<file path="config.mk">
export PLATFORM = sky130hd
export DESIGN_NAME = nnt_ctrl
export DESIGN_NICKNAME = d
export VERILOG_FILES = /design/src/rtl/nnt_pkg.sv /design/src/rtl/nnt_tour_mem.sv /design/src/rtl/nnt_ctrl.sv
export SDC_FILE = /design/constraint.sdc
export NUM_CORES = 1
export LEC_CHECK = 0
export BUFFER_PORTS_ARGS = -buffer_cell sky130_fd_sc_hd__buf_4
export CAP_MARGIN = 20
export CORE_MARGIN = 10
export CORE_UTILIZATION = 45
export DETAILED_ROUTE_END_ITERATION = 16
export PLACE_DENSITY = 0.68
export SLEW_MARGIN = 20
export SYNTH_ARGS = -nofsm -noshare
export SYNTH_HDL_FRONTEND = slang
export SYNTH_SLANG_ARGS = --single-unit
</file>
<file path="constraint.sdc">
create_clock -name clk -period 5.8 [get_ports clk]
set_clock_uncertainty 0.05 [all_clocks]
set_input_delay 0.29 -clock clk [delete_from_list [all_inputs] [get_ports clk]]
set_output_delay 0.29 -clock clk [all_outputs]
set_load 0.1 [all_outputs]
</file>
<file path="src/rtl/nnt_pkg.sv">
// nnt_pkg: shared sizes, payload structs and control struct for the
// nearest neighbor tour core. no dependencies.
package nnt_pkg;

  localparam int MAX_NODES = 64;
  localparam int NODE_BITS = $clog2(MAX_NODES);
  localparam int CNT_BITS  = NODE_BITS + 1;
  localparam int DIST_BITS = 24;
  localparam int LEN_BITS  = 32;
  localparam int ADDR_BITS = 2 * NODE_BITS;

  localparam logic [CNT_BITS-1:0] MIN_CNT   = CNT_BITS'(2);
  localparam logic [CNT_BITS-1:0] MAX_CNT   = CNT_BITS'(MAX_NODES);
  localparam logic [CNT_BITS-1:0] RESET_CNT = CNT_BITS'(64);

  localparam logic CMD_WRITE = 1'b0;
  localparam logic CMD_RUN   = 1'b1;

  typedef struct packed {
    logic                 command;
    logic [NODE_BITS-1:0] row_node;
    logic [NODE_BITS-1:0] col_node;
    logic [DIST_BITS-1:0] distance;
  } in_item_t;

  typedef struct packed {
    logic [NODE_BITS-1:0] tour_node;
    logic [LEN_BITS-1:0]  tour_length;
    logic                 last;
  } out_item_t;

  // run request from the front end to the sequencer
  typedef struct packed {
    logic                start;
    logic [CNT_BITS-1:0] node_cnt;
  } run_req_t;

endpackage

</file>
<file path="src/rtl/nnt_tour_mem.sv">
// nnt_tour_mem: tour order storage with per-entry valid bits; an entry not
// written since the last clear reads as its own index. depends on nnt_pkg.
module nnt_tour_mem (
  input  logic                          clk,
  input  logic                          rst_n,
  input  logic                          clear,
  input  logic                          wr_en,
  input  logic [nnt_pkg::NODE_BITS-1:0] wr_addr,
  input  logic [nnt_pkg::NODE_BITS-1:0] wr_data,
  input  logic [nnt_pkg::NODE_BITS-1:0] rd_addr,
  output logic [nnt_pkg::NODE_BITS-1:0] rd_node
);
  import nnt_pkg::*;

  logic [NODE_BITS-1:0] mem [MAX_NODES];
  logic [MAX_NODES-1:0] valid_r;
  logic [NODE_BITS-1:0] rd_data_r;
  logic [NODE_BITS-1:0] rd_addr_r;
  logic                 rd_valid_r;

  always_ff @(posedge clk) begin
    if (!rst_n) begin
      valid_r <= '0;
    end else if (clear) begin
      valid_r <= '0;
    end else if (wr_en) begin
      valid_r[wr_addr] <= 1'b1;
    end
  end

  always_ff @(posedge clk) begin
    if (wr_en) begin
      mem[wr_addr] <= wr_data;
    end
    rd_data_r  <= mem[rd_addr];
    rd_addr_r  <= rd_addr;
    rd_valid_r <= valid_r[rd_addr];
  end

  // identity order until an entry is swapped
  assign rd_node = rd_valid_r ? rd_data_r : rd_addr_r;

endmodule

</file>
<file path="src/rtl/nnt_ctrl.sv">
// nnt_ctrl: run sequencer with the shared compare/accumulate unit, tour
// order memory and result register. depends on nnt_pkg, nnt_tour_mem.
module nnt_ctrl (
  input  logic                          clk,
  input  logic                          rst_n,
  input  nnt_pkg::run_req_t             req,
  output logic                          busy,
  output logic [nnt_pkg::ADDR_BITS-1:0] dist_rd_addr,
  input  logic [nnt_pkg::DIST_BITS-1:0] dist_rd_data,
  output logic                          out_valid,
  input  logic                          out_ready,
  output nnt_pkg::out_item_t            out_data
);
  import nnt_pkg::*;

  typedef enum logic [10:0] {
    ST_IDLE    = 11'b00000000001,
    ST_SCAN    = 11'b00000000010,
    ST_SWAP1   = 11'b00000000100,
    ST_SWAP2   = 11'b00000001000,
    ST_TAIL0   = 11'b00000010000,
    ST_TAIL1   = 11'b00000100000,
    ST_TAIL2   = 11'b00001000000,
    ST_TAIL3   = 11'b00010000000,
    ST_EMIT_RD = 11'b00100000000,
    ST_EMIT_LD = 11'b01000000000,
    ST_EMIT    = 11'b10000000000
  } state_t;

  function automatic logic [LEN_BITS-1:0] sat_add(input logic [LEN_BITS-1:0] a,
                                                  input logic [DIST_BITS-1:0] b);
    logic [LEN_BITS:0] sum;
    sum = {1'b0, a} + (LEN_BITS+1)'(b);
    return sum[LEN_BITS] ? '1 : sum[LEN_BITS-1:0];
  endfunction

  state_t               state_r, state_nxt;
  logic [NODE_BITS-1:0] i_r, i_nxt;
  logic [NODE_BITS-1:0] cur_r, cur_nxt;
  logic [CNT_BITS-1:0]  v_iss_r, v_iss_nxt;
  logic [CNT_BITS-1:0]  n_r, n_nxt;
  logic [NODE_BITS-1:0] k_r, k_nxt;
  logic                 s1_valid_r, s1_valid_nxt;
  logic                 s2_valid_r, s2_valid_nxt;
  logic                 out_valid_r, out_valid_nxt;

  logic [NODE_BITS-1:0] s1_pos_r, s1_pos_nxt;
  logic [NODE_BITS-1:0] s2_pos_r, s2_pos_nxt;
  logic [NODE_BITS-1:0] s2_node_r, s2_node_nxt;
  logic [DIST_BITS-1:0] best_r, best_nxt;
  logic [NODE_BITS-1:0] best_pos_r, best_pos_nxt;
  logic [NODE_BITS-1:0] best_node_r, best_node_nxt;
  logic [NODE_BITS-1:0] first_node_r, first_node_nxt;
  logic [NODE_BITS-1:0] last_node_r, last_node_nxt;
  logic [LEN_BITS-1:0]  len_r, len_nxt;
  out_item_t            out_data_r, out_data_nxt;

  logic                 tour_clear;
  logic                 tour_wr_en;
  logic [NODE_BITS-1:0] tour_wr_addr;
  logic [NODE_BITS-1:0] tour_wr_data;
  logic [NODE_BITS-1:0] tour_rd_addr;
  logic [NODE_BITS-1:0] tour_rd_node;

  logic [CNT_BITS-1:0]  i_plus1;
  logic [NODE_BITS-1:0] n_last;
  logic                 k_is_last;

  assign i_plus1   = {1'b0, i_r} + CNT_BITS'(1);
  assign n_last    = NODE_BITS'(n_r - CNT_BITS'(1));
  assign k_is_last = (k_r == n_last);

  nnt_tour_mem u_tour_mem (
    .clk     (clk),
    .rst_n   (rst_n),
    .clear   (tour_clear),
    .wr_en   (tour_wr_en),
    .wr_addr (tour_wr_addr),
    .wr_data (tour_wr_data),
    .rd_addr (tour_rd_addr),
    .rd_node (tour_rd_node)
  );

  always_comb begin
    state_nxt      = state_r;
    i_nxt          = i_r;
    cur_nxt        = cur_r;
    v_iss_nxt      = v_iss_r;
    n_nxt          = n_r;
    k_nxt          = k_r;
    out_valid_nxt  = out_valid_r;
    out_data_nxt   = out_data_r;
    best_nxt       = best_r;
    best_pos_nxt   = best_pos_r;
    best_node_nxt  = best_node_r;
    first_node_nxt = first_node_r;
    last_node_nxt  = last_node_r;
    len_nxt        = len_r;
    tour_clear     = 1'b0;
    tour_wr_en     = 1'b0;
    tour_wr_addr   = best_pos_r;
    tour_wr_data   = first_node_r;
    tour_rd_addr   = v_iss_r[NODE_BITS-1:0];
    dist_rd_addr   = {cur_r, tour_rd_node};

    // scan pipeline: tour read, then distance read, then compare
    s1_valid_nxt = (state_r == ST_SCAN) && (v_iss_r < n_r);
    s1_pos_nxt   = v_iss_r[NODE_BITS-1:0];
    s2_valid_nxt = s1_valid_r;
    s2_pos_nxt   = s1_pos_r;
    s2_node_nxt  = tour_rd_node;

    unique case (state_r)
      ST_IDLE: begin
        if (req.start) begin
          n_nxt      = req.node_cnt;
          i_nxt      = '0;
          cur_nxt    = '0;
          len_nxt    = '0;
          v_iss_nxt  = CNT_BITS'(1);
          tour_clear = 1'b1;
          state_nxt  = (req.node_cnt > MIN_CNT) ? ST_SCAN : ST_TAIL0;
        end
      end
      ST_SCAN: begin
        if (v_iss_r < n_r) begin
          v_iss_nxt = v_iss_r + CNT_BITS'(1);
        end
        if (s2_valid_r) begin
          // first candidate seeds the minimum, strict less keeps earliest
          if (s2_pos_r == i_plus1[NODE_BITS-1:0]) begin
            best_nxt       = dist_rd_data;
            best_pos_nxt   = s2_pos_r;
            best_node_nxt  = s2_node_r;
            first_node_nxt = s2_node_r;
          end else if (dist_rd_data < best_r) begin
            best_nxt      = dist_rd_data;
            best_pos_nxt  = s2_pos_r;
            best_node_nxt = s2_node_r;
          end
          if (s2_pos_r == n_last) begin
            state_nxt = ST_SWAP1;
          end
        end
      end
      ST_SWAP1: begin
        tour_wr_en   = 1'b1;
        tour_wr_addr = best_pos_r;
        tour_wr_data = first_node_r;
        state_nxt    = ST_SWAP2;
      end
      ST_SWAP2: begin
        // written second so it wins when best_pos is i+1
        tour_wr_en   = 1'b1;
        tour_wr_addr = i_plus1[NODE_BITS-1:0];
        tour_wr_data = best_node_r;
        len_nxt      = sat_add(len_r, best_r);
        cur_nxt      = best_node_r;
        i_nxt        = i_plus1[NODE_BITS-1:0];
        if ({1'b0, i_r} + CNT_BITS'(3) < n_r) begin
          v_iss_nxt = {1'b0, i_r} + CNT_BITS'(2);
          state_nxt = ST_SCAN;
        end else begin
          state_nxt = ST_TAIL0;
        end
      end
      ST_TAIL0: begin
        tour_rd_addr = n_last;
        state_nxt    = ST_TAIL1;
      end
      ST_TAIL1: begin
        last_node_nxt = tour_rd_node;
        dist_rd_addr  = {cur_r, tour_rd_node};
        state_nxt     = ST_TAIL2;
      end
      ST_TAIL2: begin
        // closing edge back to the start city, which never moves
        dist_rd_addr = {last_node_r, NODE_BITS'(0)};
        len_nxt      = sat_add(len_r, dist_rd_data);
        state_nxt    = ST_TAIL3;
      end
      ST_TAIL3: begin
        len_nxt   = sat_add(len_r, dist_rd_data);
        k_nxt     = '0;
        state_nxt = ST_EMIT_RD;
      end
      ST_EMIT_RD: begin
        tour_rd_addr = k_r;
        state_nxt    = ST_EMIT_LD;
      end
      ST_EMIT_LD: begin
        out_data_nxt.tour_node   = tour_rd_node;
        out_data_nxt.tour_length = k_is_last ? len_r : '0;
        out_data_nxt.last        = k_is_last;
        out_valid_nxt            = 1'b1;
        state_nxt                = ST_EMIT;
      end
      ST_EMIT: begin
        if (out_ready) begin
          out_valid_nxt = 1'b0;
          if (k_is_last) begin
            state_nxt = ST_IDLE;
          end else begin
            k_nxt     = k_r + NODE_BITS'(1);
            state_nxt = ST_EMIT_RD;
          end
        end
      end
      default: begin
        state_nxt = ST_IDLE;
      end
    endcase
  end

  always_ff @(posedge clk) begin
    if (!rst_n) begin
      state_r     <= ST_IDLE;
      s1_valid_r  <= 1'b0;
      s2_valid_r  <= 1'b0;
      out_valid_r <= 1'b0;
      i_r         <= '0;
      v_iss_r     <= '0;
      n_r         <= MIN_CNT;
      k_r         <= '0;
    end else begin
      state_r     <= state_nxt;
      s1_valid_r  <= s1_valid_nxt;
      s2_valid_r  <= s2_valid_nxt;
      out_valid_r <= out_valid_nxt;
      i_r         <= i_nxt;
      v_iss_r     <= v_iss_nxt;
      n_r         <= n_nxt;
      k_r         <= k_nxt;
    end
  end

  always_ff @(posedge clk) begin
    cur_r        <= cur_nxt;
    s1_pos_r     <= s1_pos_nxt;
    s2_pos_r     <= s2_pos_nxt;
    s2_node_r    <= s2_node_nxt;
    best_r       <= best_nxt;
    best_pos_r   <= best_pos_nxt;
    best_node_r  <= best_node_nxt;
    first_node_r <= first_node_nxt;
    last_node_r  <= last_node_nxt;
    len_r        <= len_nxt;
    out_data_r   <= out_data_nxt;
  end

  assign busy      = (state_r != ST_IDLE);
  assign out_valid = out_valid_r;
  assign out_data  = out_data_r;

endmodule

</file>
==> results of run 1 <==
-- power breakdown --
part	internal (mW)	leakage (nW)	switching, mW	total, mW
combinational	1.44	5.40	2.73	4.18
clock	2.49	1.11	1.85	4.34
sequential	5.21	5.69	0.232	5.44
total	9.14	12.2	4.81	13.9
-- flip-flops by register name, summed over array words and instances, names as in the netlist, 7 cells and up --
register / cells
len_r: 32
state_r: 11
n_r: 7
u_tour_mem.valid_r: 64
u_tour_mem.mem: 384
best_r: 24
v_iss_r: 7
out_data: 39
-- per-stage QoR --
step | cells | utilization | cell area, µm²
2_1_floorplan | 2522 | - | 29500
3_3_place_gp | 3354 | 0.477 | 30900
3_5_place_dp | 3354 | 0.477 | 30900
4_1_cts | 3515 | 0.517 | 33400
5_1_grt | 3515 | 0.517 | 33400
6_report | 3515 | 0.517 | 33400
-- metal layers --
metal	vias up	part of all wire	wire length (µm)
met5	-	0	0
met4	0	0.027	2090
met3	156	0.079	6200
met2	937	0.47	37200
met1	10200	0.42	33400
li1	9546	-	-
-- worst paths after layout --
check                    from                     to  slack, ns  cells after the start
setup reg to reg   state_r[8]  u_tour_mem.mem[58][2]       1.45                      7
setup / recovery   state_r[8]  u_tour_mem.mem[58][2]       1.45                      7
hold / removal         req[7]                 n_r[3]       0.21                      4
hold reg to reg   s1_pos_r[3]            s2_pos_r[3]       0.27                      0
-- cell usage in the layout (no fill, tap or decap), drive strengths merged, types with 90 or more instances in the layout --
master / instances
edfxtp: 509
nand2: 416
nor2: 143
dfxtp: 135
nand3: 127
buf: 108
a21oi: 99
o21ai: 95
clkbuf: 91
ha: 90
-- cell type report --
type / count / share of cell area
clock buffer: 91 / 0.0574
tap: 855 / 0.0320
inverter: 53 / 0.00610
sequential: 644 / 0.538
multi-input combinational: 1694 / 0.322
timing repair buffer: 142 / 0.0352
clock inverter: 36 / 0.00958
-- critical path: stages, from the launching register on --
cell     delay, ns
dfxtp_1       0.51
nor3_1        0.50
nand2_1       0.19
nor3_2        0.47
nand2_1       0.50
o31ai_1       0.49
nand2_1       0.59
nor2_1        0.66
-- repair_timing --
item	CTS	global route
setup endpoints to repair	0	0
hold buffers	34	0
hold endpoints to repair	34	0
-- kinds of logic (layout without fill, tap and decap cells) --
logic type	after synthesis	count (layout)
adders and majority gates	92	92
and+or+nand+nor	897	897
AOI/OAI and AO/OA	557	557
muxes	69	69
DFF	644	644
buffers and inverters	184	322
xor gates and xnor gates	79	79
==> out/qor.csv, run 1 <==
metric,value,unit
status,"complete, no violations",
clock root buffer,clkbuf_16,
Post-Synth Simple-Gate Area,0.141,
cell count after synthesis,2522,
Setup Crit Path Kind,reg -> reg,
H-tree depth,3,
Synth Area in Adders,0.0395,
I/O Pins,88,
"Setup violations, final",0,
Layout area overhead,13.3,%
Yosys top cell area share,0.518,
post-synth top area cell,edfxtp_1,
DRC viols,0,
core area,64700,µm²
Fin Hold WS,0.213,ns
count of warnings emitted by yosys,0,
Worst Path Max Fanout,20,
Max clock buf depth,3,
critical path arrival,4.54,ns
dpl ws,1.57,ns
setup_tns,0,ns
RSZ-0062 raised after global routing,no,
post-layout minimum cycle time,4.35,ns
Final GP Congestion,0.907,
asr flop ratio synth,0,
layout cell share with drive strength beyond 1,0.106,
Synth area leaders,"edfxtp_1, dfxtp_1, nand2_1",
row cnt,93,
main combinational cell family by area after synthesis,simple AND/OR/NAND/NOR gates,
fmax,230,MHz
Die W,276,µm
Inserted Clock Buffers,69,
post-detailed-routing wire length,78900,µm
first-pass GRT wire length,122000,µm
final cycle utilization of the critical path,0.750,
Iteration-0 DRC Markers,2601,
antenna diode count,0,
complex-gate fraction of the synthesized area,0.133,
Avg Synthesized Cell Area,11.7,µm²
fin. max-slew vios,0,
clock latency on the worst-skew pair,0.62,ns
Most Crowded Layer GR,met2,
"antenna viol nets, final",0,
post-synthesis sequential area ratio,0.610,
full die area,76200,µm²
LEAKAGE,12.2,nW
setup slack after layout,1.45,ns
CTS tree,yes,
GRT Util Overall,0.200,
# resized after CTS,0,
grt ovf,0,
met3 Usage GRT,0.0357,
multiplexer share of the synthesized area,0.0239,
Worst-Margin Slew,1.12,ns
CTS Sinks,644,
Via density,5.94,
CTS clock-pin slew for the worst setup and hold paths,0.07,ns
CP Capture Type,flip-flop,
Final Hold Vio Count,0,
met1 Use GR,0.269,
maxcap violations,0,
largest net degree at the start of global routing,215,
Filler Cell Count,5526,
chip height,276,µm
via count,20900,
Cell variety after synth,90,
most frequent cell after synthesis,edfxtp_1,
ys flop type,edfxtp_1,
initial antenna violation count,0,
"Req. time, crit path",5.99,ns
vias in the first global route,20600,
PortBufs,87,
register area,18000,µm²
post-CTS setup buffer count,0,
CP startpoint kind,flip-flop,
PD cells,417,nW/µm²
#FFs+latches synth,644,
overall power,13.9,mW
nets,2731,
Mapped Nets,2649,
synthesized area,29500,µm²
Post-synth EDFFs,509,
worst min-delay path class,in -> reg,
GR Util met2,0.325,
Post-DP HPWL,50900,µm
Initial Util,0.456,
xor and xnor area share after synthesis,0.0244,
slew margin rel.,0.253,
1st-pass router iterations,6,
Synth top cells by count,"edfxtp_1, nand2_1, nor2_1, dfxtp_1, nand3_1",
area occupied by multi-input gates,10800,µm²
WL/cell,22.4,µm
peak supply drop,465,µV
Power figures use the tool's default switching activity.
==> inputs of run 2 (changes only) <==
Settings changed: PLACE_DENSITY 0.68 to 0.7.
Clock period 5.8 ns to 3.65 ns, I/O delays scaled along.
==> run 2 against run 1 <==
Compared with the run above:
- fmax is 22% higher
- wire length down 0.37%
- non-clock buffer count rose by 81
- core utilization up 1.4 points
- hold slack gained 0.047 ns
- combinational power grew 72%
- global-route usage down 0.18 points
- die area unchanged
- first-iteration DRC count decreased by 11%
==> out/qor.csv, run 2 (synthesized netlist as in run 1, its figures left out) <==
metric,value,unit
status,"complete, no violations",
Iteration-0 DRC Markers,2307,
setup_tns,0,ns
post-detailed-routing wire length,78600,µm
layout cell share with drive strength beyond 1,0.137,
setup slack after layout,0.0965,ns
hold path depth,0,
core area,64700,µm²
critical path arrival,3.76,ns
worst min-delay path class,reg -> reg,
Final Hold Vio Count,0,
Worst Path Max Fanout,8,
CTS tree,yes,
Fin Hold WS,0.260,ns
max reg flops,384,
Initial Util,0.456,
Layout area overhead,16.4,%
slew margin rel.,0.439,
LEAKAGE,12.7,nW
nets,2815,
peak supply drop,339,µV
GRT Util Overall,0.198,
PortBufs,87,
"commonest non-fill, non-tap cell in the layout",edfxtp_1,
reg2reg path depth,10,
PD cells,669,nW/µm²
CTS Sinks,644,
Die W,276,µm
area occupied by multi-input gates,10800,µm²
DRC viols,0,
clock root buffer,clkbuf_16,
post-CTS setup buffer count,0,
chip height,276,µm
"Req. time, crit path",3.86,ns
post-layout minimum cycle time,3.55,ns
Filler Cell Count,5478,
placed inst area,31500,µm²
Final GP Congestion,0.914,
RSZ-0062 raised after global routing,yes,
"antenna viol nets, final",0,
"Setup violations, final",0,
Via density,5.87,
Worst-Margin Slew,0.842,ns
1st-pass router iterations,5,
cell area after layout,34300,µm²
clock latency on the worst-skew pair,0.62,ns
Util after Layout,0.531,
Post-DP HPWL,51700,µm
vias in the first global route,21100,
Inserted Clock Buffers,70,
largest net degree at the start of global routing,68,
first-pass GRT wire length,122000,µm
fin. max-slew vios,0,
WL/cell,21.8,µm
I/O Pins,88,
Max clock buf depth,3,
CP Capture Type,flip-flop,
final cycle utilization of the critical path,0.974,
Setup Crit Path Kind,reg -> reg,
fmax,281,MHz
maxcap violations,0,
full die area,76200,µm²
initial antenna violation count,2,
"Most flops, register",u_tour_mem.mem,
dpl ws,0.0255,ns
grt ovf,0,
most frequent cells in the layout,"edfxtp_1, nand2_1, buf_4",
H-tree depth,3,
row cnt,93,
register area,18000,µm²
via count,21100,
CTS clock-pin slew for the worst setup and hold paths,0.06,ns
CP startpoint kind,flip-flop,
[run 2: layer usage]
metal,global-route usage,routed length [µm],share of wire
met3,0.0331,6310,0.080
met4,0.0650,1980,0.025
met1,0.266,33400,0.43
met2,0.323,36900,0.47
met5,0,0,0
[run 2: worst max-delay path, stage by stage (launching register included)]
cell and delay (ns):
dfxtp_1 0.32, buf_4 0.16, nor4_2 0.32, buf_4 0.20
nand2_1 0.09, or3_1 0.44, nor2_2 0.26, nand3_1 0.13
nand2_1 0.11, nand2_1 0.43, nor2_1 0.68
[run 2: worst paths after layout]
path | startpoint | to | slack, ns
max | state_r[10] | u_tour_mem.mem[46][2] | 0.1
max reg2reg | state_r[10] | u_tour_mem.mem[46][2] | 0.1
min reg2reg | s1_pos_r[0] | s2_pos_r[0] | 0.26
min | s1_pos_r[0] | s2_pos_r[0] | 0.26
[run 2: what timing repair did]
item,CTS,global route
endpoints found under the setup margin,0,73
resized for setup,0,15
hold buffers,35,0
endpoints found under the hold margin,54,0
[run 2: power breakdown]
part	switching (mW)	leakage, nW	internal [mW]
registers	0.303	5.69	8.27
clock network	2.95	1.14	4.26
logic	4.56	5.86	2.64
total	7.81	12.7	15.2
[run 2: through the flow]
stage | cells | total power, mW
final | 3601 | 23.0
after global routing | 3600 | 24.0
after CTS | 3597 | 22.9
after detailed placement | 3433 | 15.7
after global placement | 3433 | 15.6
after floorplan | 2522 | 13.6
[run 2: layout make-up]
type	count	area share
Clock inverter	34	0.0122
Tap cell	855	0.0312
Inverter	53	0.00594
Clock buffer	95	0.0562
Sequential cell	644	0.524
Antenna cell	1	0.0000729
Multi-Input combinational cell	1696	0.314
Timing Repair Buffer	223	0.0563
==> inputs of run 3 (changes only) <==
Settings changed: BUFFER_PORTS_ARGS -buffer_cell sky130_fd_sc_hd__buf_4 to not set, CORE_UTILIZATION 45 to 32, DONT_BUFFER_PORTS set to 1, MAX_ROUTING_LAYER set to met4, PLACE_DENSITY 0.7 to 0.54.
==> run 3 against run 2 <==
Compared with the run above:
- register-to-register slack better by 0.05 ns
- first-iteration DRC count down 19%
- clock power increased by 3%
- fmax hardly changed
- wire length is 6.2% higher
- critical endpoint is now dist_rd_addr[11]
- largest cell class unchanged
==> out/qor.csv, run 3 (synthesized netlist as in run 1, its figures left out) <==
metric,value,unit
CTS clock-pin slew for the worst setup and hold paths,0.06,ns
worst min-delay path class,in -> reg,
PortBufs,0,
most frequent cells in the layout,"edfxtp_1, nand2_1, nor2_1",
reg2reg path depth,12,
maxcap violations,0,
max incr delay on CP,0.63,ns
largest net degree at the start of global routing,92,
CP startpoint,state_r[0],
initial antenna violation count,5,
GRT Util Overall,0.161,
PD cells,670,nW/µm²
Fin Hold WS,0.0398,ns
Max clock buf depth,3,
post-detailed-routing wire length,83500,µm
critical path arrival,3.32,ns
reg2reg setup slack,0.15,ns
I/O Pins,88,
reg2reg end,len_r[31],
Switch Pwr,7.86,mW
core area,91500,µm²
reg2reg start,best_r[0],
worst path cell trace,buf_4 > nor4_2 > buf_4 > nand2_1 > or3_1 > buf_4 > nor3_2 > mux2_2,
"Req. time, crit path",3.42,ns
grt ovf,0,
1st-pass router iterations,6,
clock root buffer,clkbuf_16,
Inserted Clock Buffers,70,
"Setup violations, final",0,
first-pass GRT wire length,126000,µm
hold path depth,3,
Cell Int Power,15.2,mW
max reg flops,384,
LEAKAGE,12.5,nW
combinational power share,0.308,
status,"complete, no violations",
Via density,5.38,
fin. max-slew vios,0,
Final GP Congestion,0.907,
Worst path most repeated cell,buf_4,
H-tree depth,3,
Final Hold Vio Count,0,
peak supply drop,342,µV
CTS tree,yes,
Sw Share,0.340,
RSZ-0062 raised after global routing,yes,
WHS Endpoint,n_r[6],
DRC viols,0,
setup slack after layout,0.0952,ns
Setup Crit Path Kind,reg -> out,
Die W,324,µm
fmax,281,MHz
WL/cell,21.5,µm
CTS Sinks,644,
final cycle utilization of the critical path,0.974,
CP Capture Type,output port,
Post-DP HPWL,54000,µm
HP Start,req[7],
Worst-Margin Slew,1.08,ns
row cnt,111,
layout cell share with drive strength beyond 1,0.122,
"commonest non-fill, non-tap cell in the layout",edfxtp_1,
post-layout minimum cycle time,3.55,ns
WP buf/inv,3,
setup_tns,0,ns
nets,2760,
Layout area overhead,16.8,%
Worst Path Max Fanout,9,
Initial Util,0.322,
share of power burned in registers,0.371,
family with the most delay on the worst path,simple AND/OR/NAND/NOR gates,
crit path max-delay cell type,mux2_2,
clock power share,0.321,
full die area,105000,µm²
"antenna viol nets, final",0,
chip height,324,µm
slew margin rel.,0.278,
Iteration-0 DRC Markers,1862,
vias in the first global route,20800,
clock latency on the worst-skew pair,0.63,ns
"Most flops, register",u_tour_mem.mem,
via count,20900,
CP startpoint kind,flip-flop,
dpl ws,-0.0818,ns
==> run 3: final cells by class <==
cell class | instances | area, µm²
Fill cell | 8629 | 57100
Sequential cell | 644 | 18000
Multi-Input combinational cell | 1697 | 10800
Clock buffer | 92 | 1940
Timing Repair Buffer | 167 | 1530
Tap cell | 1186 | 1480
Clock inverter | 38 | 493
Inverter | 53 | 206
Antenna cell | 5 | 12.5
==> run 3: power by group through the flow <==
stage	sequential [mW]	combinational, mW	clock (mW)
after floorplan	8.60	4.99	0
after global placement	8.70	6.87	0
after detailed placement	8.72	6.91	0
after CTS	8.56	7.01	7.59
after global routing	8.61	7.76	7.88
final	8.57	7.11	7.41
==> run 3: what timing repair did <==
| action | 4_1_cts | 5_1_grt |
|---|---|---|
| setup endpoints to repair | 44 | 61 |
| pin swaps | 1 | 6 |
| setup buffers | 0 | 9 |
| gates cloned | 1 | 2 |
| hold buffers | 36 | 0 |
| resized for setup | 3 | 12 |
| endpoints found under the hold margin | 67 | 0 |
==> run 3: worst max path at each step <==
stage                               to  slack (ns)  cells after the start
2_1_floorplan                   k_r[5]        -0.1                     10
3_3_place_gp                 len_r[31]        0.02                     12
3_5_place_dp                 len_r[31]       -0.08                     12
4_1_cts        u_tour_mem.rd_data_r[4]      0.0005                     10
5_1_grt               dist_rd_addr[11]       -0.08                      8
6_report              dist_rd_addr[11]         0.1                      8
==> run 3: routing by layer <==
layer | up-vias | GRT usage | routed length, µm
met3 | 153 | 0.0277 | 5470
met2 | 692 | 0.255 | 39300
met4 | 0 | 0.0553 | 2660
li1 | 9628 | - | -
met5 | - | - | 0
met1 | 10400 | 0.207 | 36000
==> run 3: through the flow <==
step                area [µm²]  total power, mW   util  instances
finish                   34500             23.1  0.377       3882
global placement         31500             15.6  0.344       3698
global route             34500             24.2  0.377       3881
detailed placement       31500             15.6  0.344       3698
floorplan                29500             13.6      -       2522
CTS                      34300             23.2  0.374       3865
==> run 3: worst min-delay path, delay by kind of cell <==
family	cells	cell delay [ns]
AOI/OAI and AO/OA	1	0.05
and+or+nand+nor	2	0.41
